<file path="src/rtl/sqt_pkg.sv">
// Shared types and codes for the stack and ring queue block.
package sqt_pkg;

    localparam int VALUE_W = 32;
    localparam int COUNT_W = 7;
    localparam int APB_AW  = 3;
    localparam int APB_DW  = 32;

    localparam logic [2:0] OP_ENQ  = 3'd0;
    localparam logic [2:0] OP_PUSH = 3'd1;
    localparam logic [2:0] OP_POP  = 3'd2;
    localparam logic [2:0] OP_XFER = 3'd3;
    localparam logic [2:0] OP_DEQ  = 3'd4;

    localparam logic [1:0] ST_OK    = 2'd0;
    localparam logic [1:0] ST_QFULL = 2'd1;
    localparam logic [1:0] ST_EMPTY = 2'd2;
    localparam logic [1:0] ST_SFULL = 2'd3;

    localparam logic REG_CAP = 1'b0;
    localparam logic [COUNT_W-1:0] CAP_RESET = 7'd64;

    typedef struct packed {
        logic [2:0]         op;
        logic [VALUE_W-1:0] value;
    } t_req;

    typedef struct packed {
        logic [VALUE_W-1:0] out_value;
        logic [1:0]         status;
        logic [COUNT_W-1:0] queue_count;
        logic [COUNT_W-1:0] stack_count;
        logic [COUNT_W-1:0] dropped_count;
    } t_res;

endpackage

</file>
<file path="src/rtl/stack_and_ring_queue_with_transfer_top.sv">
// Top level of the ring queue and bounded stack with stack-to-queue transfer.
//
//   Channel    Handshake                         Payload
//   request    start in, busy out                i_req (op, value)
//   result     o_res_valid out, one cycle        o_res (value, status, counts)
//   config     psel/penable/pwrite, pready = 1   paddr, pwdata, prdata
//
// Enqueue, push and unknown operations give their result from the execute state;
// pop and dequeue pass through a read-wait state, as the memory read is registered.
// A transfer moves the stack entries into the queue in its own transfer state,
// since the stack memory delivers one entry per cycle into the queue memory.
// Reset is synchronous and empties both stores; no clearing pass is needed.
// Busy is low in the cycle that shows a result; the receiver cannot stall it.
module stack_and_ring_queue_with_transfer_top #(
    parameter int QUEUE_DEPTH = 64,
    parameter int STACK_DEPTH = 64,
    parameter int DATA_WIDTH  = 32
) (
    input  logic                        i_clk,
    input  logic                        i_rst_n,
    input  logic                        start,
    output logic                        busy,
    input  sqt_pkg::t_req               i_req,
    output sqt_pkg::t_res               o_res,
    output logic                        o_res_valid,
    input  logic                        psel,
    input  logic                        penable,
    input  logic                        pwrite,
    input  logic [sqt_pkg::APB_AW-1:0]  paddr,
    input  logic [sqt_pkg::APB_DW-1:0]  pwdata,
    output logic [sqt_pkg::APB_DW-1:0]  prdata,
    output logic                        pready
);
    import sqt_pkg::*;

    localparam int QAW = $clog2(QUEUE_DEPTH);
    localparam int QCW = $clog2(QUEUE_DEPTH + 1);
    localparam int SAW = $clog2(STACK_DEPTH);

    logic [QCW-1:0]        w_cap;
    logic                  w_clear;
    logic                  w_q_we;
    logic [QAW-1:0]        w_q_waddr;
    logic [DATA_WIDTH-1:0] w_q_wdata;
    logic [QAW-1:0]        w_q_raddr;
    logic [DATA_WIDTH-1:0] w_q_rdata;
    logic                  w_s_we;
    logic [SAW-1:0]        w_s_waddr;
    logic [DATA_WIDTH-1:0] w_s_wdata;
    logic [SAW-1:0]        w_s_raddr;
    logic [DATA_WIDTH-1:0] w_s_rdata;

    sqt_cfg #(
        .QUEUE_DEPTH (QUEUE_DEPTH)
    ) u_cfg (
        .i_clk   (i_clk),
        .i_rst_n (i_rst_n),
        .psel    (psel),
        .penable (penable),
        .pwrite  (pwrite),
        .paddr   (paddr),
        .pwdata  (pwdata),
        .prdata  (prdata),
        .pready  (pready),
        .o_cap   (w_cap),
        .o_clear (w_clear)
    );

    sqt_ctrl #(
        .QUEUE_DEPTH (QUEUE_DEPTH),
        .STACK_DEPTH (STACK_DEPTH),
        .DATA_WIDTH  (DATA_WIDTH)
    ) u_ctrl (
        .i_clk       (i_clk),
        .i_rst_n     (i_rst_n),
        .i_start     (start),
        .i_req       (i_req),
        .o_busy      (busy),
        .o_res       (o_res),
        .o_res_valid (o_res_valid),
        .i_cap       (w_cap),
        .i_clear     (w_clear),
        .o_q_we      (w_q_we),
        .o_q_waddr   (w_q_waddr),
        .o_q_wdata   (w_q_wdata),
        .o_q_raddr   (w_q_raddr),
        .i_q_rdata   (w_q_rdata),
        .o_s_we      (w_s_we),
        .o_s_waddr   (w_s_waddr),
        .o_s_wdata   (w_s_wdata),
        .o_s_raddr   (w_s_raddr),
        .i_s_rdata   (w_s_rdata)
    );

    sqt_ram #(
        .WIDTH (DATA_WIDTH),
        .DEPTH (QUEUE_DEPTH)
    ) u_queue_ram (
        .i_clk   (i_clk),
        .i_we    (w_q_we),
        .i_waddr (w_q_waddr),
        .i_wdata (w_q_wdata),
        .i_raddr (w_q_raddr),
        .o_rdata (w_q_rdata)
    );

    sqt_ram #(
        .WIDTH (DATA_WIDTH),
        .DEPTH (STACK_DEPTH)
    ) u_stack_ram (
        .i_clk   (i_clk),
        .i_we    (w_s_we),
        .i_waddr (w_s_waddr),
        .i_wdata (w_s_wdata),
        .i_raddr (w_s_raddr),
        .o_rdata (w_s_rdata)
    );

endmodule

</file>
<file path="src/rtl/sqt_ram.sv">
// Generic simple dual-port RAM with one write port and a registered read port.
module sqt_ram #(
    parameter int WIDTH = 32,
    parameter int DEPTH = 64
) (
    input  logic                     i_clk,
    input  logic                     i_we,
    input  logic [$clog2(DEPTH)-1:0] i_waddr,
    input  logic [WIDTH-1:0]         i_wdata,
    input  logic [$clog2(DEPTH)-1:0] i_raddr,
    output logic [WIDTH-1:0]         o_rdata
);

    logic [WIDTH-1:0] r_mem [DEPTH];
    logic [WIDTH-1:0] r_rdata;

    always_ff @(posedge i_clk) begin
        if (i_we) begin
            r_mem[i_waddr] <= i_wdata;
        end
        r_rdata <= r_mem[i_raddr];
    end

    assign o_rdata = r_rdata;

endmodule

</file>
<file path="src/rtl/sqt_cfg.sv">
// Configuration register file holding the queue capacity.
module sqt_cfg #(
    parameter int QUEUE_DEPTH = 64
) (
    input  logic                               i_clk,
    input  logic                               i_rst_n,
    input  logic                               psel,
    input  logic                               penable,
    input  logic                               pwrite,
    input  logic [sqt_pkg::APB_AW-1:0]         paddr,
    input  logic [sqt_pkg::APB_DW-1:0]         pwdata,
    output logic [sqt_pkg::APB_DW-1:0]         prdata,
    output logic                               pready,
    output logic [$clog2(QUEUE_DEPTH+1)-1:0]   o_cap,
    output logic                               o_clear
);
    import sqt_pkg::*;

    localparam int QCW     = $clog2(QUEUE_DEPTH + 1);
    localparam int CAP_RST = (QUEUE_DEPTH < 64) ? QUEUE_DEPTH : 64;

    logic [COUNT_W-1:0] r_cap_raw;
    logic [QCW-1:0]     r_cap_eff;
    logic [QCW-1:0]     n_cap_eff;
    logic [COUNT_W-1:0] w_raw;
    logic               w_wr;

    assign pready = 1'b1;
    assign w_wr   = psel && penable && pwrite && (paddr[2] == REG_CAP);
    assign w_raw  = pwdata[COUNT_W-1:0];

    always_comb begin
        if (w_raw == '0) begin
            n_cap_eff = QCW'(1);
        end else if (int'(w_raw) > QUEUE_DEPTH) begin
            n_cap_eff = QCW'(QUEUE_DEPTH);
        end else begin
            n_cap_eff = QCW'(w_raw);
        end
    end

    always_ff @(posedge i_clk) begin
        if (!i_rst_n) begin
            r_cap_raw <= CAP_RESET;
            r_cap_eff <= QCW'(CAP_RST);
        end else if (w_wr) begin
            r_cap_raw <= w_raw;
            r_cap_eff <= n_cap_eff;
        end
    end

    assign prdata  = (paddr[2] == REG_CAP) ? APB_DW'(r_cap_raw) : '0;
    assign o_cap   = r_cap_eff;
    assign o_clear = w_wr;

endmodule

</file>
<file path="src/rtl/sqt_ctrl.sv">
// Sequencer that reads, updates and writes the queue and stack memories.
module sqt_ctrl #(
    parameter int QUEUE_DEPTH = 64,
    parameter int STACK_DEPTH = 64,
    parameter int DATA_WIDTH  = 32
) (
    input  logic                               i_clk,
    input  logic                               i_rst_n,
    input  logic                               i_start,
    input  sqt_pkg::t_req                      i_req,
    output logic                               o_busy,
    output sqt_pkg::t_res                      o_res,
    output logic                               o_res_valid,
    input  logic [$clog2(QUEUE_DEPTH+1)-1:0]   i_cap,
    input  logic                               i_clear,
    output logic                               o_q_we,
    output logic [$clog2(QUEUE_DEPTH)-1:0]     o_q_waddr,
    output logic [DATA_WIDTH-1:0]              o_q_wdata,
    output logic [$clog2(QUEUE_DEPTH)-1:0]     o_q_raddr,
    input  logic [DATA_WIDTH-1:0]              i_q_rdata,
    output logic                               o_s_we,
    output logic [$clog2(STACK_DEPTH)-1:0]     o_s_waddr,
    output logic [DATA_WIDTH-1:0]              o_s_wdata,
    output logic [$clog2(STACK_DEPTH)-1:0]     o_s_raddr,
    input  logic [DATA_WIDTH-1:0]              i_s_rdata
);
    import sqt_pkg::*;

    localparam int QAW = $clog2(QUEUE_DEPTH);
    localparam int QCW = $clog2(QUEUE_DEPTH + 1);
    localparam int SAW = $clog2(STACK_DEPTH);
    localparam int SCW = $clog2(STACK_DEPTH + 1);
    localparam logic [SCW-1:0] S_MAX = SCW'(STACK_DEPTH);

    typedef enum logic [3:0] {
        S_IDLE   = 4'b0001,
        S_EXEC   = 4'b0010,
        S_RDWAIT = 4'b0100,
        S_XFER   = 4'b1000
    } t_state;

    t_state              r_state, n_state;
    logic [2:0]          r_op, n_op;
    logic [DATA_WIDTH-1:0] r_val, n_val;
    logic [QAW-1:0]      r_qhead, n_qhead;
    logic [QAW-1:0]      r_qtail, n_qtail;
    logic [QCW-1:0]      r_qfill, n_qfill;
    logic [SCW-1:0]      r_sfill, n_sfill;
    logic [SCW-1:0]      r_drop, n_drop;
    logic                r_pend, n_pend;
    t_res                r_res, n_res;
    logic                r_res_valid, n_res_valid;

    logic                w_q_ok;
    logic                w_put;
    logic [DATA_WIDTH-1:0] w_put_data;
    logic                w_finish;
    logic [VALUE_W-1:0]  w_out;
    logic [1:0]          w_status;
    logic [SCW-1:0]      w_drop_out;
    logic [QAW-1:0]      w_tail_inc;
    logic [QAW-1:0]      w_head_inc;

    assign w_q_ok = (r_qfill < i_cap);
    assign w_tail_inc = ((QCW+1)'(r_qtail) + (QCW+1)'(1) == (QCW+1)'(i_cap)) ?
                        '0 : r_qtail + QAW'(1);
    assign w_head_inc = ((QCW+1)'(r_qhead) + (QCW+1)'(1) == (QCW+1)'(i_cap)) ?
                        '0 : r_qhead + QAW'(1);

    always_comb begin
        n_state     = r_state;
        n_op        = r_op;
        n_val       = r_val;
        n_qhead     = r_qhead;
        n_qtail     = r_qtail;
        n_qfill     = r_qfill;
        n_sfill     = r_sfill;
        n_drop      = r_drop;
        n_pend      = r_pend;
        n_res       = r_res;
        n_res_valid = 1'b0;
        w_put       = 1'b0;
        w_put_data  = r_val;
        w_finish    = 1'b0;
        w_out       = '0;
        w_status    = ST_OK;
        w_drop_out  = '0;
        o_q_we      = 1'b0;
        o_q_waddr   = r_qtail;
        o_q_wdata   = r_val;
        o_q_raddr   = r_qhead;
        o_s_we      = 1'b0;
        o_s_waddr   = r_sfill[SAW-1:0];
        o_s_wdata   = r_val;
        o_s_raddr   = SAW'(r_sfill - SCW'(1));

        case (r_state)
            S_IDLE: begin
                if (i_start) begin
                    n_op    = i_req.op;
                    n_val   = DATA_WIDTH'(i_req.value);
                    n_state = S_EXEC;
                end
            end
            S_EXEC: begin
                case (r_op)
                    OP_ENQ: begin
                        w_put    = 1'b1;
                        w_status = w_q_ok ? ST_OK : ST_QFULL;
                        w_finish = 1'b1;
                    end
                    OP_PUSH: begin
                        if (r_sfill < S_MAX) begin
                            o_s_we  = 1'b1;
                            n_sfill = r_sfill + SCW'(1);
                        end else begin
                            w_status = ST_SFULL;
                        end
                        w_finish = 1'b1;
                    end
                    OP_POP: begin
                        if (r_sfill == '0) begin
                            w_status = ST_EMPTY;
                            w_finish = 1'b1;
                        end else begin
                            n_sfill = r_sfill - SCW'(1);
                            n_state = S_RDWAIT;
                        end
                    end
                    OP_XFER: begin
                        n_drop  = '0;
                        n_pend  = 1'b0;
                        n_state = S_XFER;
                    end
                    OP_DEQ: begin
                        if (r_qfill == '0) begin
                            w_status = ST_EMPTY;
                            w_finish = 1'b1;
                        end else begin
                            n_qhead = w_head_inc;
                            n_qfill = r_qfill - QCW'(1);
                            n_state = S_RDWAIT;
                        end
                    end
                    default: begin
                        w_finish = 1'b1;
                    end
                endcase
            end
            S_RDWAIT: begin
                w_out    = VALUE_W'((r_op == OP_POP) ? i_s_rdata : i_q_rdata);
                w_finish = 1'b1;
            end
            S_XFER: begin
                if (r_pend) begin
                    w_put      = 1'b1;
                    w_put_data = i_s_rdata;
                    if (!w_q_ok) begin
                        n_drop = r_drop + SCW'(1);
                    end
                end
                if (r_sfill != '0) begin
                    n_sfill = r_sfill - SCW'(1);
                    n_pend  = 1'b1;
                end else begin
                    n_pend = 1'b0;
                end
                if (r_sfill == '0 && !r_pend) begin
                    w_drop_out = r_drop;
                    w_status   = (r_drop != '0) ? ST_QFULL : ST_OK;
                    w_finish   = 1'b1;
                end
            end
            default: begin
                n_state = S_IDLE;
            end
        endcase

        if (w_put && w_q_ok) begin
            o_q_we    = 1'b1;
            o_q_wdata = w_put_data;
            n_qtail   = w_tail_inc;
            n_qfill   = r_qfill + QCW'(1);
        end

        if (w_finish) begin
            n_res.out_value     = w_out;
            n_res.status        = w_status;
            n_res.queue_count   = COUNT_W'(n_qfill);
            n_res.stack_count   = COUNT_W'(n_sfill);
            n_res.dropped_count = COUNT_W'(w_drop_out);
            n_res_valid         = 1'b1;
            n_state             = S_IDLE;
        end

        if (i_clear) begin
            n_qhead = '0;
            n_qtail = '0;
            n_qfill = '0;
        end
    end

    always_ff @(posedge i_clk) begin
        if (!i_rst_n) begin
            r_state     <= S_IDLE;
            r_qhead     <= '0;
            r_qtail     <= '0;
            r_qfill     <= '0;
            r_sfill     <= '0;
            r_drop      <= '0;
            r_pend      <= 1'b0;
            r_res_valid <= 1'b0;
        end else begin
            r_state     <= n_state;
            r_qhead     <= n_qhead;
            r_qtail     <= n_qtail;
            r_qfill     <= n_qfill;
            r_sfill     <= n_sfill;
            r_drop      <= n_drop;
            r_pend      <= n_pend;
            r_res_valid <= n_res_valid;
        end
    end

    always_ff @(posedge i_clk) begin
        r_op  <= n_op;
        r_val <= n_val;
        r_res <= n_res;
    end

    assign o_busy      = (r_state != S_IDLE);
    assign o_res       = r_res;
    assign o_res_valid = r_res_valid;

endmodule
</file>
<file path="config.mk">
export PLATFORM = sky130hd
export DESIGN_NAME = stack_and_ring_queue_with_transfer_top
export DESIGN_NICKNAME = d
export VERILOG_FILES = /design/src/rtl/sqt_pkg.sv /design/src/rtl/stack_and_ring_queue_with_transfer_top.sv /design/src/rtl/sqt_ram.sv /design/src/rtl/sqt_cfg.sv /design/src/rtl/sqt_ctrl.sv
export SDC_FILE = /design/constraint.sdc
export NUM_CORES = 2
export LEC_CHECK = 0
export ABC_AREA = 1
export BUFFER_PORTS_ARGS = -buffer_cell sky130_fd_sc_hd__buf_2
export CELL_PAD_IN_SITES_DETAIL_PLACEMENT = 0
export CELL_PAD_IN_SITES_GLOBAL_PLACEMENT = 1
export CORE_MARGIN = 2
export CORE_UTILIZATION = 47
export DETAILED_ROUTE_END_ITERATION = 12
export PLACE_DENSITY = 0.84
export REMOVE_ABC_BUFFERS = 1
export SETUP_SLACK_MARGIN = 0.02
export SLEW_MARGIN = 10
export SYNTH_ARGS = -nofsm -noshare
export SYNTH_HDL_FRONTEND = slang
export SYNTH_SLANG_ARGS = --single-unit
</file>
<file path="constraint.sdc">
create_clock -name i_clk -period 4.9 [get_ports i_clk]
set_input_delay 0 -clock i_clk [delete_from_list [all_inputs] [get_ports i_clk]]
set_output_delay 0 -clock i_clk [all_outputs]
set_load 0.01 [all_outputs]
</file>
==> metrics.txt <==
status=finished, final reports clean; remaining global-route overflow=0; layout cell share with drive strength beyond 1=a little under a tenth; max-cap violations=0; vias in the first global route=around 110k; Final Instance Area=0.193 mm2; maximum VDD drop=between 0.0003 and 0.0004 V; Mean Syn Cell Area=between 10 and 15 um2; H-tree levels=5; CP max stage cell=nand4_1; post-CTS sizing=0; Worst Path Buf+Inv=3; fin. max-slew vios=0; fill cell count=approximately 29000; Clk Tree Root Cell=clkbuf_16; Critical Path Start Type=register; sequential share of power=between 50 and 60%; Clock Sinks=~4300; final net count=about 14000; WL per Instance=around 25 um; Post-synth EDFFs=~4200; chip height=slightly above 600 um; Comb pwr share=roughly 2.8%; critical path cell sequence=inv_1 -> ha_1 -> a21oi_1 -> nor2_1 -> nor3_1 -> nand3_1 -> inv_1 -> nand4_1 -> nor2_4 -> buf_4; WL final=a little under 500000 um; FF-to-FF path depth=10; Yosys Warn Count=0; static leakage=between 60 and 70 nW; Arr. time, crit path=between 4000 and 5000 ps; Final GP Congestion=around 0.90; clk_lat worst skew=a little over 900 ps; core area=0.363 mm2; CP delay by family, top=simple AND/OR/NAND/NOR gates; CTS buffer count=416; minimum clock period=4150 ps; cell mode on critical path=inv_1; Synth area leaders=edfxtp_1 (73%), nand2_1 (5.7%), nand3_1 (5.1%), o21ai_0 (4.1%), nor2_1 (3.2%); first-pass GRT wire length=700000 um; DP Area=approximately 0.18 mm2; RSZ-0062 raised after global routing=false; Seq/Total Area, Yosys=about three quarters; Synth Instances=13900; Crit Path Class=reg -> reg; IO buf count=approximately 110; Via-to-Cell Ratio=5.91; largest net degree at the start of global routing=~220; GRT Resource Usage Total=between 20% and 30%; chip width=between 600 and 700 um; CP Data Required Time=~5500 ps; Pwr Density=a little under 400 mW/mm2; net switching power=15.5 mW; CP peak stage delay=slightly above 600 ps; post-synthesis async set-or-reset flop share=0%; Yosys cell types=37; internal power=just under 60 mW; Hold Path Stages=6; # DRC=0; CTS tree=yes; Area growth, synth to finish=12.7%; Synth Register Bits=approximately 4300; Clk pin slew, worst setup/hold paths=60 ps; area of the multi-input gates=0.0388 mm2; Max Fanout on Critical Path=22; worst min-delay path category=in -> reg; final setup TNS=0 ps; Clock Power Share=42.4%; Synth area leader=edfxtp_1; maximum clock rate=between 0.2 and 0.25 GHz; initial drt markers=around 16000; CTS max path bufs=4; setup violators final=0; WP depth=10; Ports=166; worst-margin pin slew=~1200 ps; Pre-antenna DRT Iters=5; ys flop type=edfxtp_1; switching part of the total=20.7%; post-route ant nets=0; register area=about 0.13 mm2; Initial Utilization=47.2%; Setup crit end kind=register; final period utilization=a little over four fifths; final hold violations=0; Tot Pwr=around 75 mW; DPL Wire Length=roughly 260000 um; number of core rows=between 200 and 250; Vias=roughly 110k; Syn Std Cell Area=0.171 mm2; Final Skew=between 40 and 50 ps; Slew HR=21.6%; initial antenna violation count=25; die area=around 0.37 mm2; area share of the largest cell type after synthesis=approximately three quarters
stage by stage:
step / hold slack, ps / util (%) / instances / setup WS, ps
final: 95.6 / 53.2 / 19100 / 751
after global routing: 104 / 53.2 / 19100 / 638
after CTS: 6.10 / 53.2 / 19100 / 906
after detailed placement: 178 / 49.3 / 18300 / 917
after global placement: 177 / 49.3 / 18300 / 910
after floorplan: 47.5 / - / 13000 / -54190
power by group through the flow:
stage	Sequential, mW	Combinational (mW)	Clock, mW
2_1_floorplan	42.0	0.695	0
3_3_place_gp	41.9	1.91	0
3_5_place_dp	41.9	1.95	0
4_1_cts	41.1	2.02	32.0
5_1_grt	41.1	2.17	33.4
6_report	41.1	2.07	31.8
cell usage after synthesis, types with 16 or more instances:
cell      instances
edfxtp_1       4186
nand2_1        2594
nand3_1        1738
nor2_1         1480
o21ai_0        1394
o22ai_1         652
clkbuf_1        448
buf_2           362
inv_1           300
a21oi_1         273
dfxtp_1         117
o21ai_1         105
buf_1            74
buf_4            62
nor3_1           21
buf_6            16
final timing paths:
kind | endpoint | slack (ps) | start
max | u_queue_ram.r_mem[31][4] | 750 | u_cfg.o_cap[4]
min | u_cfg.o_cap[0] | 100 | pwdata[6]
max reg2reg | u_queue_ram.r_mem[31][4] | 750 | u_cfg.o_cap[4]
min reg2reg | u_cfg.r_cap_raw[1] | 480 | u_cfg.r_cap_raw[1]
worst min-delay path, cell delays in order:
cell           delay (ps)
dlygate4sd3_1         540
buf_2                 130
nand3b_1              120
nand2_1                60
nand3_1                60
o21ai_0                60
cell usage in the layout, fill, tap and decap left out, types with 273 or more instances in the layout:
cell / count
o21ai_0: 1394
edfxtp_1: 4186
nand2_1: 2560
inv_1: 296
buf_4: 327
nor2_1: 1353
a21oi_1: 273
clkbuf_16: 420
nand3_1: 1736
o22ai_1: 652
layer usage:
metal  routed length, um  up-vias  share of wire (%)  global-route usage, %
met5                  80        -              0.016                      0
met4               21100       12                4.4                   10.5
met3               53300      864                 11                   4.11
met2              224000     6413                 46                   40.2
met1              187000    55400                 39                   35.3
li1                    -    50300                  -                      -
cell type report:
type / instances / share of cell area, %
inverter: 315 / 0.649
clock buffer: 531 / 5.74
sequential: 4303 / 66.4
clock inverter: 232 / 1.20
tap: 4794 / 3.11
antenna: 7 / 0.00908
multi-input combinational: 8344 / 20.1
timing repair buffer: 609 / 2.81
sequential cells by signal, indices dropped and copies added, names as in the netlist:
name / cells
u_cfg.o_cap: 7
u_ctrl.r_sfill: 7
u_ctrl.o_res: 55
u_ctrl.r_op: 3
u_queue_ram.o_rdata: 32
u_ctrl.o_res_valid: 1
u_ctrl.o_q_raddr: 6
u_queue_ram.r_mem: 2048
u_ctrl.r_state: 4
u_cfg.r_cap_raw: 7
u_ctrl.r_drop: 7
u_ctrl.r_pend: 1
u_stack_ram.r_mem: 2048
u_stack_ram.o_rdata: 32
u_ctrl.r_qfill: 7
u_ctrl.o_q_waddr: 6
u_ctrl.o_s_wdata: 32
what timing repair did:
item / in CTS / in global routing
buffers inserted: 0 / 0
hold buffers: 100 / 0
hold endpoints to repair: 106 / 0
cell families (layout without fill, tap and decap cells):
family | count (synthesis) | after routing | synth area share, %
AND/OR/NAND/NOR | 5852 | 5852 | 14.1
flip-flops | 4303 | 4303 | 74.8
AO/OA/AOI/OAI | 2435 | 2435 | 7.61
buffers and inverters | 1277 | 1687 | 3.27
XOR/XNOR | 17 | 17 | 0.107
adder cells (fa/ha/maj) | 14 | 14 | 0.102
other | 2 | 33 | 0.00438
Note: power is estimated with default switching activity, not from simulation.
